**src/hdl/lmi_pkg.sv**
```systemverilog
package lmi_pkg;

    localparam int TIME_BITS_DEF  = 48;
    localparam int COORD_BITS_DEF = 16;
    localparam int DUR_MS_BITS    = 32;
    localparam int US_PER_MS      = 1000;
    localparam int DUR_US_BITS    = DUR_MS_BITS + $clog2(US_PER_MS);
    localparam int CFG_ADDR_BITS  = 3;
    localparam int CFG_DATA_BITS  = 32;
    localparam int MODE_BITS      = 2;

    localparam logic [MODE_BITS-1:0] MODE_START = 2'd0;
    localparam logic [MODE_BITS-1:0] MODE_STOP  = 2'd1;
    localparam logic [MODE_BITS-1:0] MODE_TICK  = 2'd2;

    localparam logic [CFG_ADDR_BITS-1:0] REG_START_X  = 3'd0;
    localparam logic [CFG_ADDR_BITS-1:0] REG_START_Y  = 3'd1;
    localparam logic [CFG_ADDR_BITS-1:0] REG_END_X    = 3'd2;
    localparam logic [CFG_ADDR_BITS-1:0] REG_END_Y    = 3'd3;
    localparam logic [CFG_ADDR_BITS-1:0] REG_DURATION = 3'd4;

    typedef struct packed {
        logic busy;
        logic done;
    } t_div_sts;

endpackage

```
**src/hdl/lmi_div.sv**
```systemverilog
module lmi_div
    import lmi_pkg::*;
#(
    parameter int WIDTH = TIME_BITS_DEF
) (
    input  logic             i_clk,
    input  logic             i_rst_n,
    input  logic             i_start,
    input  logic [WIDTH-1:0] i_num,
    input  logic [WIDTH-1:0] i_den,
    output logic [WIDTH-1:0] o_quo,
    output t_div_sts         o_sts
);

    localparam int CNT_BITS = $clog2(WIDTH);
    localparam logic [CNT_BITS-1:0] LAST = CNT_BITS'(WIDTH - 1);

    logic                r_busy;
    logic                r_done;
    logic [CNT_BITS-1:0] r_cnt;
    logic [WIDTH-1:0]    r_rem;
    logic [WIDTH-1:0]    r_quo;
    logic [WIDTH-1:0]    r_den;
    logic [WIDTH:0]      trial;
    logic                fits;

    assign trial = {r_rem, r_quo[WIDTH-1]};
    assign fits  = trial >= {1'b0, r_den};

    always_ff @(posedge i_clk) begin
        if (!i_rst_n) begin
            r_busy <= 1'b0;
            r_done <= 1'b0;
            r_cnt  <= '0;
        end else begin
            r_done <= 1'b0;
            if (i_start) begin
                r_busy <= 1'b1;
                r_cnt  <= '0;
            end else if (r_busy) begin
                r_cnt <= r_cnt + 1'b1;
                if (r_cnt == LAST) begin
                    r_busy <= 1'b0;
                    r_done <= 1'b1;
                end
            end
        end
    end

    always_ff @(posedge i_clk) begin
        if (i_start) begin
            r_rem <= '0;
            r_quo <= i_num;
            r_den <= i_den;
        end else if (r_busy) begin
            r_rem <= fits ? WIDTH'(trial - {1'b0, r_den}) : trial[WIDTH-1:0];
            r_quo <= {r_quo[WIDTH-2:0], fits};
        end
    end

    assign o_quo      = r_quo;
    assign o_sts.busy = r_busy;
    assign o_sts.done = r_done;

endmodule

```
**src/hdl/linear_move_interpolator.sv**
```systemverilog
// Start, stop and idle items give their beat in the cycle after acceptance.
// A running tick gives its beat once its divisions are done, one at a time on
// the one shared divider; a tick past the duration goes through ST_CMP and
// ST_OUT instead. One item is taken at a time. Synchronous active-low reset
// clears the registers, the move state and the output beat.
module linear_move_interpolator
    import lmi_pkg::*;
#(
    parameter int TIME_BITS  = TIME_BITS_DEF,
    parameter int COORD_BITS = COORD_BITS_DEF
) (
    input  logic                         i_clk,
    input  logic                         i_rst_n,
    input  logic                         i_cfg_valid,
    output logic                         o_cfg_ready,
    input  logic [CFG_ADDR_BITS-1:0]     i_cfg_addr,
    input  logic [CFG_DATA_BITS-1:0]     i_cfg_data,
    input  logic                         i_s_tvalid,
    output logic                         o_s_tready,
    // now_us, zero padded to whole bytes
    input  logic [((TIME_BITS+7)/8)*8-1:0] i_s_tdata,
    // mode
    input  logic [MODE_BITS-1:0]         i_s_tuser,
    output logic                         o_m_tvalid,
    input  logic                         i_m_tready,
    // pos_x, then pos_y, zero padded to whole bytes
    output logic [((2*COORD_BITS+7)/8)*8-1:0] o_m_tdata,
    // pos_valid
    output logic                         o_m_tuser,
    // done_res
    output logic                         o_m_tlast
);

    localparam int OUT_BITS = ((2 * COORD_BITS + 7) / 8) * 8;
    localparam int DIV_BITS = (TIME_BITS > DUR_US_BITS) ? TIME_BITS : DUR_US_BITS;

    localparam logic [2:0] ST_IDLE = 3'd0;
    localparam logic [2:0] ST_CMP  = 3'd1;
    localparam logic [2:0] ST_DIST = 3'd2;
    localparam logic [2:0] ST_TPP  = 3'd3;
    localparam logic [2:0] ST_CUR  = 3'd4;
    localparam logic [2:0] ST_OUT  = 3'd5;

    logic [2:0]             r_state;
    logic                   r_axis;
    logic                   r_neg;
    logic                   r_running;
    logic [TIME_BITS-1:0]   r_begin;
    logic [TIME_BITS-1:0]   r_elapsed;
    logic [DUR_US_BITS-1:0] r_dur_us;
    logic [COORD_BITS-1:0]  r_start_x, r_start_y, r_end_x, r_end_y;
    logic [DUR_MS_BITS-1:0] r_dur_ms;
    logic [COORD_BITS-1:0]  r_px, r_py;
    logic                   r_ov, r_ou, r_ol;
    logic [COORD_BITS-1:0]  r_ox, r_oy;

    logic                   s_acc;
    logic                   out_free;
    logic [MODE_BITS-1:0]   mode;
    logic [TIME_BITS-1:0]   now;
    logic [COORD_BITS-1:0]  ax_s, ax_e, pos_new;
    logic [COORD_BITS:0]    delta, mag;
    logic [DUR_US_BITS-1:0] dur_ms_ext;
    logic                   div_start;
    logic [DIV_BITS-1:0]    div_num, div_den, div_quo;
    t_div_sts               div_sts;
    logic                   pos_load;

    assign o_cfg_ready = 1'b1;
    assign out_free    = !r_ov || i_m_tready;
    assign o_s_tready  = (r_state == ST_IDLE) && out_free;
    assign s_acc       = i_s_tvalid && o_s_tready;
    assign mode        = i_s_tuser;
    assign now         = i_s_tdata[TIME_BITS-1:0];
    assign dur_ms_ext  = DUR_US_BITS'(r_dur_ms);

    assign ax_s  = r_axis ? r_start_y : r_start_x;
    assign ax_e  = r_axis ? r_end_y : r_end_x;
    assign delta = {ax_e[COORD_BITS-1], ax_e} - {ax_s[COORD_BITS-1], ax_s};
    assign mag   = delta[COORD_BITS] ? (COORD_BITS+1)'(-delta) : delta;

    always_comb begin
        div_start = 1'b0;
        div_num   = DIV_BITS'(r_dur_us);
        div_den   = DIV_BITS'(mag);
        pos_load  = 1'b0;
        pos_new   = ax_s;
        unique case (r_state)
            ST_DIST: begin
                if (mag == '0) begin
                    pos_load = 1'b1;
                end else begin
                    div_start = 1'b1;
                end
            end
            ST_TPP: begin
                div_num = DIV_BITS'(r_elapsed);
                div_den = div_quo;
                if (div_sts.done) begin
                    if (div_quo == '0) begin
                        pos_load = 1'b1;
                        pos_new  = ax_e;
                    end else begin
                        div_start = 1'b1;
                    end
                end
            end
            ST_CUR: begin
                if (div_sts.done) begin
                    pos_load = 1'b1;
                    pos_new  = r_neg ? ax_s - div_quo[COORD_BITS-1:0]
                                     : ax_s + div_quo[COORD_BITS-1:0];
                end
            end
            default: begin
            end
        endcase
    end

    lmi_div #(
        .WIDTH (DIV_BITS)
    ) u_div (
        .i_clk   (i_clk),
        .i_rst_n (i_rst_n),
        .i_start (div_start),
        .i_num   (div_num),
        .i_den   (div_den),
        .o_quo   (div_quo),
        .o_sts   (div_sts)
    );

    always_ff @(posedge i_clk) begin
        if (!i_rst_n) begin
            r_start_x <= '0;
            r_start_y <= '0;
            r_end_x   <= '0;
            r_end_y   <= '0;
            r_dur_ms  <= '0;
        end else if (i_cfg_valid && o_cfg_ready) begin
            unique case (i_cfg_addr)
                REG_START_X:  r_start_x <= i_cfg_data[COORD_BITS-1:0];
                REG_START_Y:  r_start_y <= i_cfg_data[COORD_BITS-1:0];
                REG_END_X:    r_end_x   <= i_cfg_data[COORD_BITS-1:0];
                REG_END_Y:    r_end_y   <= i_cfg_data[COORD_BITS-1:0];
                REG_DURATION: r_dur_ms  <= i_cfg_data[DUR_MS_BITS-1:0];
                default: begin
                end
            endcase
        end
    end

    always_ff @(posedge i_clk) begin
        if (!i_rst_n) begin
            r_state   <= ST_IDLE;
            r_axis    <= 1'b0;
            r_running <= 1'b0;
            r_begin   <= '0;
            r_ov      <= 1'b0;
        end else begin
            if (r_ov && i_m_tready) begin
                r_ov <= 1'b0;
            end
            unique case (r_state)
                ST_IDLE: begin
                    if (s_acc) begin
                        r_ov <= 1'b1;
                        r_ou <= 1'b0;
                        r_ox <= '0;
                        r_oy <= '0;
                        unique case (mode)
                            MODE_START: begin
                                r_running <= 1'b1;
                                r_begin   <= now;
                                r_ou      <= 1'b1;
                                r_ox      <= r_start_x;
                                r_oy      <= r_start_y;
                                r_ol      <= 1'b0;
                            end
                            MODE_STOP: begin
                                r_running <= 1'b0;
                                r_ol      <= 1'b1;
                            end
                            MODE_TICK: begin
                                if (r_running) begin
                                    r_ov      <= 1'b0;
                                    r_elapsed <= now - r_begin;
                                    // 1000 = 1024 - 16 - 8.
                                    r_dur_us  <= (dur_ms_ext << 10) - (dur_ms_ext << 4)
                                                 - (dur_ms_ext << 3);
                                    r_state   <= ST_CMP;
                                end else begin
                                    r_ol <= 1'b1;
                                end
                            end
                            default: begin
                                r_ol <= !r_running;
                            end
                        endcase
                    end
                end
                ST_CMP: begin
                    if (DIV_BITS'(r_elapsed) >= DIV_BITS'(r_dur_us)) begin
                        r_px      <= r_end_x;
                        r_py      <= r_end_y;
                        r_running <= 1'b0;
                        r_state   <= ST_OUT;
                    end else begin
                        r_axis  <= 1'b0;
                        r_state <= ST_DIST;
                    end
                end
                ST_DIST: begin
                    r_neg <= delta[COORD_BITS];
                    if (div_start) begin
                        r_state <= ST_TPP;
                    end
                end
                ST_TPP: begin
                    if (div_start) begin
                        r_state <= ST_CUR;
                    end
                end
                ST_CUR: begin
                end
                ST_OUT: begin
                    if (out_free) begin
                        r_ov    <= 1'b1;
                        r_ou    <= 1'b1;
                        r_ox    <= r_px;
                        r_oy    <= r_py;
                        r_ol    <= !r_running;
                        r_state <= ST_IDLE;
                    end
                end
                default: begin
                    r_state <= ST_IDLE;
                end
            endcase
            if (pos_load) begin
                if (r_axis) begin
                    r_py    <= pos_new;
                    r_state <= ST_OUT;
                end else begin
                    r_px    <= pos_new;
                    r_axis  <= 1'b1;
                    r_state <= ST_DIST;
                end
            end
        end
    end

    assign o_m_tvalid = r_ov;
    assign o_m_tuser  = r_ou;
    assign o_m_tlast  = r_ol;
    assign o_m_tdata  = OUT_BITS'({r_oy, r_ox});

endmodule

```
**config.mk**
```make
export PLATFORM = sky130hd
export DESIGN_NAME = linear_move_interpolator
export DESIGN_NICKNAME = d
export VERILOG_FILES = /design/src/hdl/lmi_pkg.sv /design/src/hdl/lmi_div.sv /design/src/hdl/linear_move_interpolator.sv
export SDC_FILE = /design/constraint.sdc
export NUM_CORES = 1
export LEC_CHECK = 0
export BUFFER_PORTS_ARGS = -buffer_cell sky130_fd_sc_hd__buf_2
export CORE_MARGIN = 5
export CORE_UTILIZATION = 50
export DETAILED_ROUTE_END_ITERATION = 16
export PLACE_DENSITY = 0.67
export SYNTH_ARGS = -nofsm -noshare
export SYNTH_HDL_FRONTEND = slang
export SYNTH_HIERARCHICAL = 1
export SYNTH_SLANG_ARGS = --single-unit
```
**constraint.sdc**
```tcl
create_clock -name i_clk -period 14.7 [get_ports i_clk]
set_input_delay 2.94 -clock i_clk [delete_from_list [all_inputs] [get_ports i_clk]]
set_output_delay 2.94 -clock i_clk [all_outputs]
set_load 0.01 [all_outputs]
```
==> impl_metrics.tcl, run 1 <==
set metrics [dict create \
    post_cts_hold_buffer_count 0 \
    status "finished clean" \
    initialDrtViolationCount 2384 \
    clock_tree_from_tritoncts "yes" \
    postLayoutSetupSlackWorst_ps 7490 \
    cts_resized 0 \
    worst_ep_arrival_time_ps 7730 \
    worstSetupPathDepth 20 \
    drtAntennaViolNets 0 \
    gpl.final_weighted_congestion 0.924 \
    final_hold_violations 0 \
    cts_num_sinks 456 \
    drv_slew 0 \
    fp-row-count 91 \
    cts_root_buf "clkbuf_16" \
    power_density_nw_per_um2 137 \
    fp.dieW_um 259 \
    timing.clock.skew_ps 49.2 \
    p_leak_nw 13.3 \
    critical_path.startpoint_type "flip-flop" \
    reg2regPathDepth 20 \
    grt_pass1_wl_um 131000 \
    die-area_um2 67100 \
    setup_violations 0 \
    pin_count 127 \
    core_area_um2 61600 \
    slew_headroom_pct 19.9 \
    route.final.wire_length_um 83500 \
    worstSetupEndpointType "flip-flop" \
    nFillCells 5644 \
    avgViaCountPerCell 5.73 \
    number_of_iterations_in_the_first_detailed_routing_pass 7 \
    clk_latency_ps 640 \
    criticalPathCategory "reg -> reg" \
    cpMaxStageDelayCell "nor2_1" \
    timing.critical_path.from "r_axis" \
    cp_num_buf_inv 3 \
    layout-drive-gt1-share_pct 11.0 \
    pin_count_of_the_biggest_net_entering_global_routing 138 \
    syn_nets 3786 \
    post-cts-setup-buffers 0 \
    rsz0062_at_grt "false" \
    path_delay_family "compound AO/OA/AOI/OAI gates" \
    ff_latch_area_um2 11600 \
    vdd_drop_max_mv 0.0971 \
    maxCapViolCount 0 \
    min_tclk_post_route_ps 7210 \
    place_ws_ps 7550 \
    io_buffer_count 125 \
    area_of_combinational_cells_with_multiple_inputs_um2 17800 \
    cell_area_synth_um2 31000 \
    cts_buffer_depth 3 \
    reg_to_reg_startpoint "r_axis" \
    dieHeight_um 259 \
    vias 25084 \
    clk_pin_slew_worst_paths_ps 60 \
    clock.fmax_ghz 0.139 \
    antennaDiodeCount 0 \
    overflow 0 \
    dp_hpwl_um 62600 \
    grt_antenna_before_repair 2 \
    first_global_vias 23400 \
    critical_path.cell_chain "buf_4, mux2_2, ha_1, fa_1, nand2b_1, a211oi_2, o21a_2, nor3_1, o31ai_4, inv_2, a21oi_1, a2bb2oi_1, a211oi_1, nand4_1, nor2_2, o21bai_4, buf_12, nor2_1, nand2_2, o211ai_1" \
    post-route-period-util_pct 49.0 \
    totalNegativeSetupSlack_ps 0 \
    synthesis.instances 3450 \
    r2r_slack_ps 7490 \
    hold_class "reg -> reg" \
    synthesis.area_per_instance_um2 8.99 \
    flow.area_growth_from_synthesis_pct 9.75 \
    detail_route.wl_per_cell_um 19.1 \
    regToRegEndpoint "u_div/r_rem[35]" \
    htreeDepth 2 \
    post-route-drc-count 0 \
    warning_count_from_the_yosys_run 6 \
    design.final.nets 3833 \
    timing_worst_slew_pin_value_ps 1190 \
    floorplan.initialDensity_pct 50.4 \
    path_max_fanout 137 \
    gr-usage-all-layers_pct 24.1 \
    numCtsBuffers 52 \
    critPathCapture "u_div/r_rem[35]" \
    timing.critical_path.required_ps 15220 \
    cp_slowest_stage_delay_ps 870 \
]
cells in the final DEF (no fill, tap or decap), types with 122 or more instances in the layout:
cell / count
o21ai_0: 171
nand2_1: 549
xnor2_1: 122
edfxtp_1: 250
buf_2: 124
dfxtp_1: 205
ha_1: 216
inv_1: 240
nor2_1: 197
a21boi_0: 156
a21oi_1: 204
power by group:
part | switching, W | internal (W) | total [W] | leakage (nW)
Combinational | 0.00103 | 0.000711 | 0.00174 | 8.36
Clock | 0.000550 | 0.000788 | 0.00134 | 0.883
Sequential | 0.0000946 | 0.00151 | 0.00160 | 4.03
sequential cells by signal, indices dropped and copies added (netlist names), 32 cells and up:
signal,flops
u_div/r_rem,48
r_begin,48
r_dur_us,39
r_elapsed,48
r_dur_ms,32
u_div/o_quo,48
u_div/r_den,48
stage by stage:
stage          util [%]  std cells  hold WS (ps)  power [W]  cell area [um2]
3_3_place_gp       52.4       4280           452    0.00332            32300
5_1_grt            55.3       4377           481    0.00494            34100
2_1_floorplan         -       3450           443    0.00294            31000
4_1_cts            55.3       4377           465    0.00468            34100
6_report           55.3       4377           464    0.00468            34100
3_5_place_dp       52.4       4280           457    0.00333            32300
cell type report:
class / count / share of cell area, %
Clock buffer: 73 / 4.52
Clock inverter: 24 / 0.772
Inverter: 243 / 2.68
Multi-Input combinational cell: 2595 / 52.4
Sequential cell: 456 / 34.2
Tap cell: 837 / 3.08
Timing Repair Buffer: 149 / 2.41
tightest hold or removal path, stage by stage, from the launching register on:
cell and delay (ps):
dfxtp_1 310, nand2_1 50, a21boi_0 60
worst min path at each step:
stage | depth (start not counted) | end | start
2_1_floorplan | 2 | r_begin[2] | r_begin[2]
5_1_grt | 2 | r_begin[46] | r_begin[46]
4_1_cts | 2 | r_begin[6] | r_begin[6]
6_report | 2 | r_begin[6] | r_begin[6]
3_3_place_gp | 2 | r_begin[18] | r_begin[18]
3_5_place_dp | 2 | r_begin[6] | r_begin[6]
per-layer routing:
layer	vias to the layer above	global-route usage, %	share of wire [%]	wire length, um
met5	-	0	0	0
met4	0	6.26	2.5	2070
met3	111	4.31	8.0	6700
met2	818	36.0	42	35400
met1	11810	36.3	47	39400
li1	12345	-	-	-
Note: power is estimated with default switching activity, not from simulation.
==> inputs of run 2 (changes only) <==
==> constraint.sdc (replaced) <==
create_clock -name i_clk -period 6.7 [get_ports i_clk]
set_input_delay 1.34 -clock i_clk [delete_from_list [all_inputs] [get_ports i_clk]]
set_output_delay 1.34 -clock i_clk [all_outputs]
set_load 0.01 [all_outputs]
==> run 2 against run 1 <==
Global-route usage is 0.12 points higher. Clock-buffer cell count increased by 7. Hold slack gained 1.1 ps. Die area unchanged. Critical path depth fell by 1. Critical path type unchanged. Largest cell class unchanged.
==> impl_metrics.tcl, run 2 (same netlist as run 1, synthesis figures left out) <==
set metrics [dict create \
    status "finished clean" \
    mostFrequentLayoutCells "549 x nand2_1, 250 x edfxtp_1, 240 x inv_1, 216 x ha_1, 205 x dfxtp_1" \
    slew_headroom_pct 17.1 \
    dp_hpwl_um 62900 \
    initialDrtViolationCount 2077 \
    drv_slew 0 \
    hold_class "reg -> reg" \
    antennaDiodeCount 0 \
    number_of_iterations_in_the_first_detailed_routing_pass 6 \
    p_leak_nw 13.3 \
    finished_core_util_pct 55.4 \
    critical_path.startpoint_type "flip-flop" \
    maxCapViolCount 0 \
    cts_num_sinks 456 \
    gr-usage-all-layers_pct 24.2 \
    clock_tree_from_tritoncts "yes" \
    timing.critical_path.from "r_axis" \
    vdd_drop_max_mv 0.296 \
    core_area_um2 61600 \
    route.final.wire_length_um 83400 \
    pin_count 127 \
    r2r_slack_ps 1160 \
    clk_latency_ps 630 \
    min_tclk_post_route_ps 5540 \
    cts_root_buf "clkbuf_16" \
    floorplan.initialDensity_pct 50.4 \
    final_hold_violations 0 \
    min_delay_worst_endpoint "r_begin[10]" \
    clock.fmax_ghz 0.180 \
    reg2regPathDepth 19 \
    timing.critical_path.required_ps 7050 \
    place_ws_ps 1210 \
    htreeDepth 2 \
    avgViaCountPerCell 5.66 \
    timing_worst_slew_pin_value_ps 1240 \
    flow.area_growth_from_synthesis_pct 9.94 \
    nFillCells 5619 \
    dieHeight_um 259 \
    criticalPathCategory "reg -> reg" \
    hold_slack_ps 465 \
    totalNegativeSetupSlack_ps 0 \
    clk_pin_slew_worst_paths_ps 60 \
    first_global_vias 23570 \
    power_density_nw_per_um2 302 \
    worst_ep_arrival_time_ps 5900 \
    detail_route.wl_per_cell_um 19.0 \
    fp-row-count 91 \
    overflow 0 \
    cts_buffer_depth 3 \
    layout-drive-gt1-share_pct 11.0 \
    reg_to_reg_startpoint "r_axis" \
    worstSetupEndpointType "flip-flop" \
    io_buffer_count 125 \
    post_cts_hold_buffer_count 0 \
    post-cts-setup-buffers 0 \
    vias 24781 \
    timing.clock.skew_ps 45.4 \
    mostFrequentLayoutCell "nand2_1" \
    die-area_um2 67100 \
    hold_path_startpoint "r_begin[10]" \
    hold-path-cell-count 2 \
    fp.dieW_um 259 \
    grt_antenna_before_repair 0 \
    post-route-period-util_pct 82.8 \
    postLayoutSetupSlackWorst_ps 1160 \
    rsz0062_at_grt "false" \
    setup_violations 0 \
    pin_count_of_the_biggest_net_entering_global_routing 97 \
    cts_resized 0 \
    gpl.final_weighted_congestion 0.934 \
    post-route-drc-count 0 \
    numCtsBuffers 52 \
    drtAntennaViolNets 0 \
    regToRegEndpoint "u_div/o_quo[37]" \
    grt_pass1_wl_um 132000 \
    path_max_fanout 58 \
    design.final.nets 3834 \
]
run 2: cell count changes in the layout (fill, tap and decap cells not counted), sizes merged:
cell / before / now
inv: 244 / 245
clkbuf: 73 / 80
bufinv: 3 / 5
clkinv: 18 / 10
buf: 149 / 150
clkinvlp: 2 / 1
run 2: how the worst max path moves through the flow:
stage | end | depth (start not counted)
after global placement | u_div/o_quo[46] | 19
after floorplan | u_div/o_quo[0] | 20
final | u_div/o_quo[37] | 19
after detailed placement | u_div/o_quo[44] | 19
after global routing | u_div/o_quo[44] | 17
after CTS | u_div/o_quo[44] | 19
run 2: area by class of cell:
cell class                      instances  area (um2)  share of cell area [%]
Timing Repair Buffer                  150         841                    2.46
Clock inverter                         18         273                   0.800
Clock buffer                           80        1570                    4.61
Sequential cell                       456       11600                    34.1
Inverter                              243         912                    2.67
Tap cell                              837        1050                    3.07
Multi-Input combinational cell       2595       17800                    52.3
run 2: report_power, final:
group	total (W)	switching, W	internal [W]
Sequential	0.00352	0.000204	0.00331
Clock	0.00302	0.00120	0.00182
Combinational	0.00376	0.00221	0.00155
run 2: metrics by stage:
stage,power (W),instance area [um2],cells
2_1_floorplan,0.00645,31000,3450
3_3_place_gp,0.00726,32300,4281
3_5_place_dp,0.00727,32300,4281
4_1_cts,0.0103,34100,4379
5_1_grt,0.0109,34100,4379
6_report,0.0103,34100,4379
run 2: per-layer routing:
layer / global-route usage, % / vias up / part of all wire, %
met1: 36.3 / 11667 / 48
met5: 0 / - / 0
met4: 5.27 / 0 / 2.0
li1: - / 12339 / -
met3: 4.63 / 105 / 6.7
met2: 36.6 / 670 / 43
run 2: worst max-delay path: stages, from the launching register on:
cell,delay (ps)
dfxtp_1,330
buf_4,300
mux2_2,410
ha_1,220
fa_1,430
nand2b_1,200
a211oi_2,390
o21a_2,270
nor3_1,90
o31ai_4,490
inv_2,220
a21oi_1,160
a2bb2oi_1,90
a211oi_1,250
nand4_1,190
nor2_2,300
o21bai_4,110
buf_12,200
buf_12,230
mux2_2,310
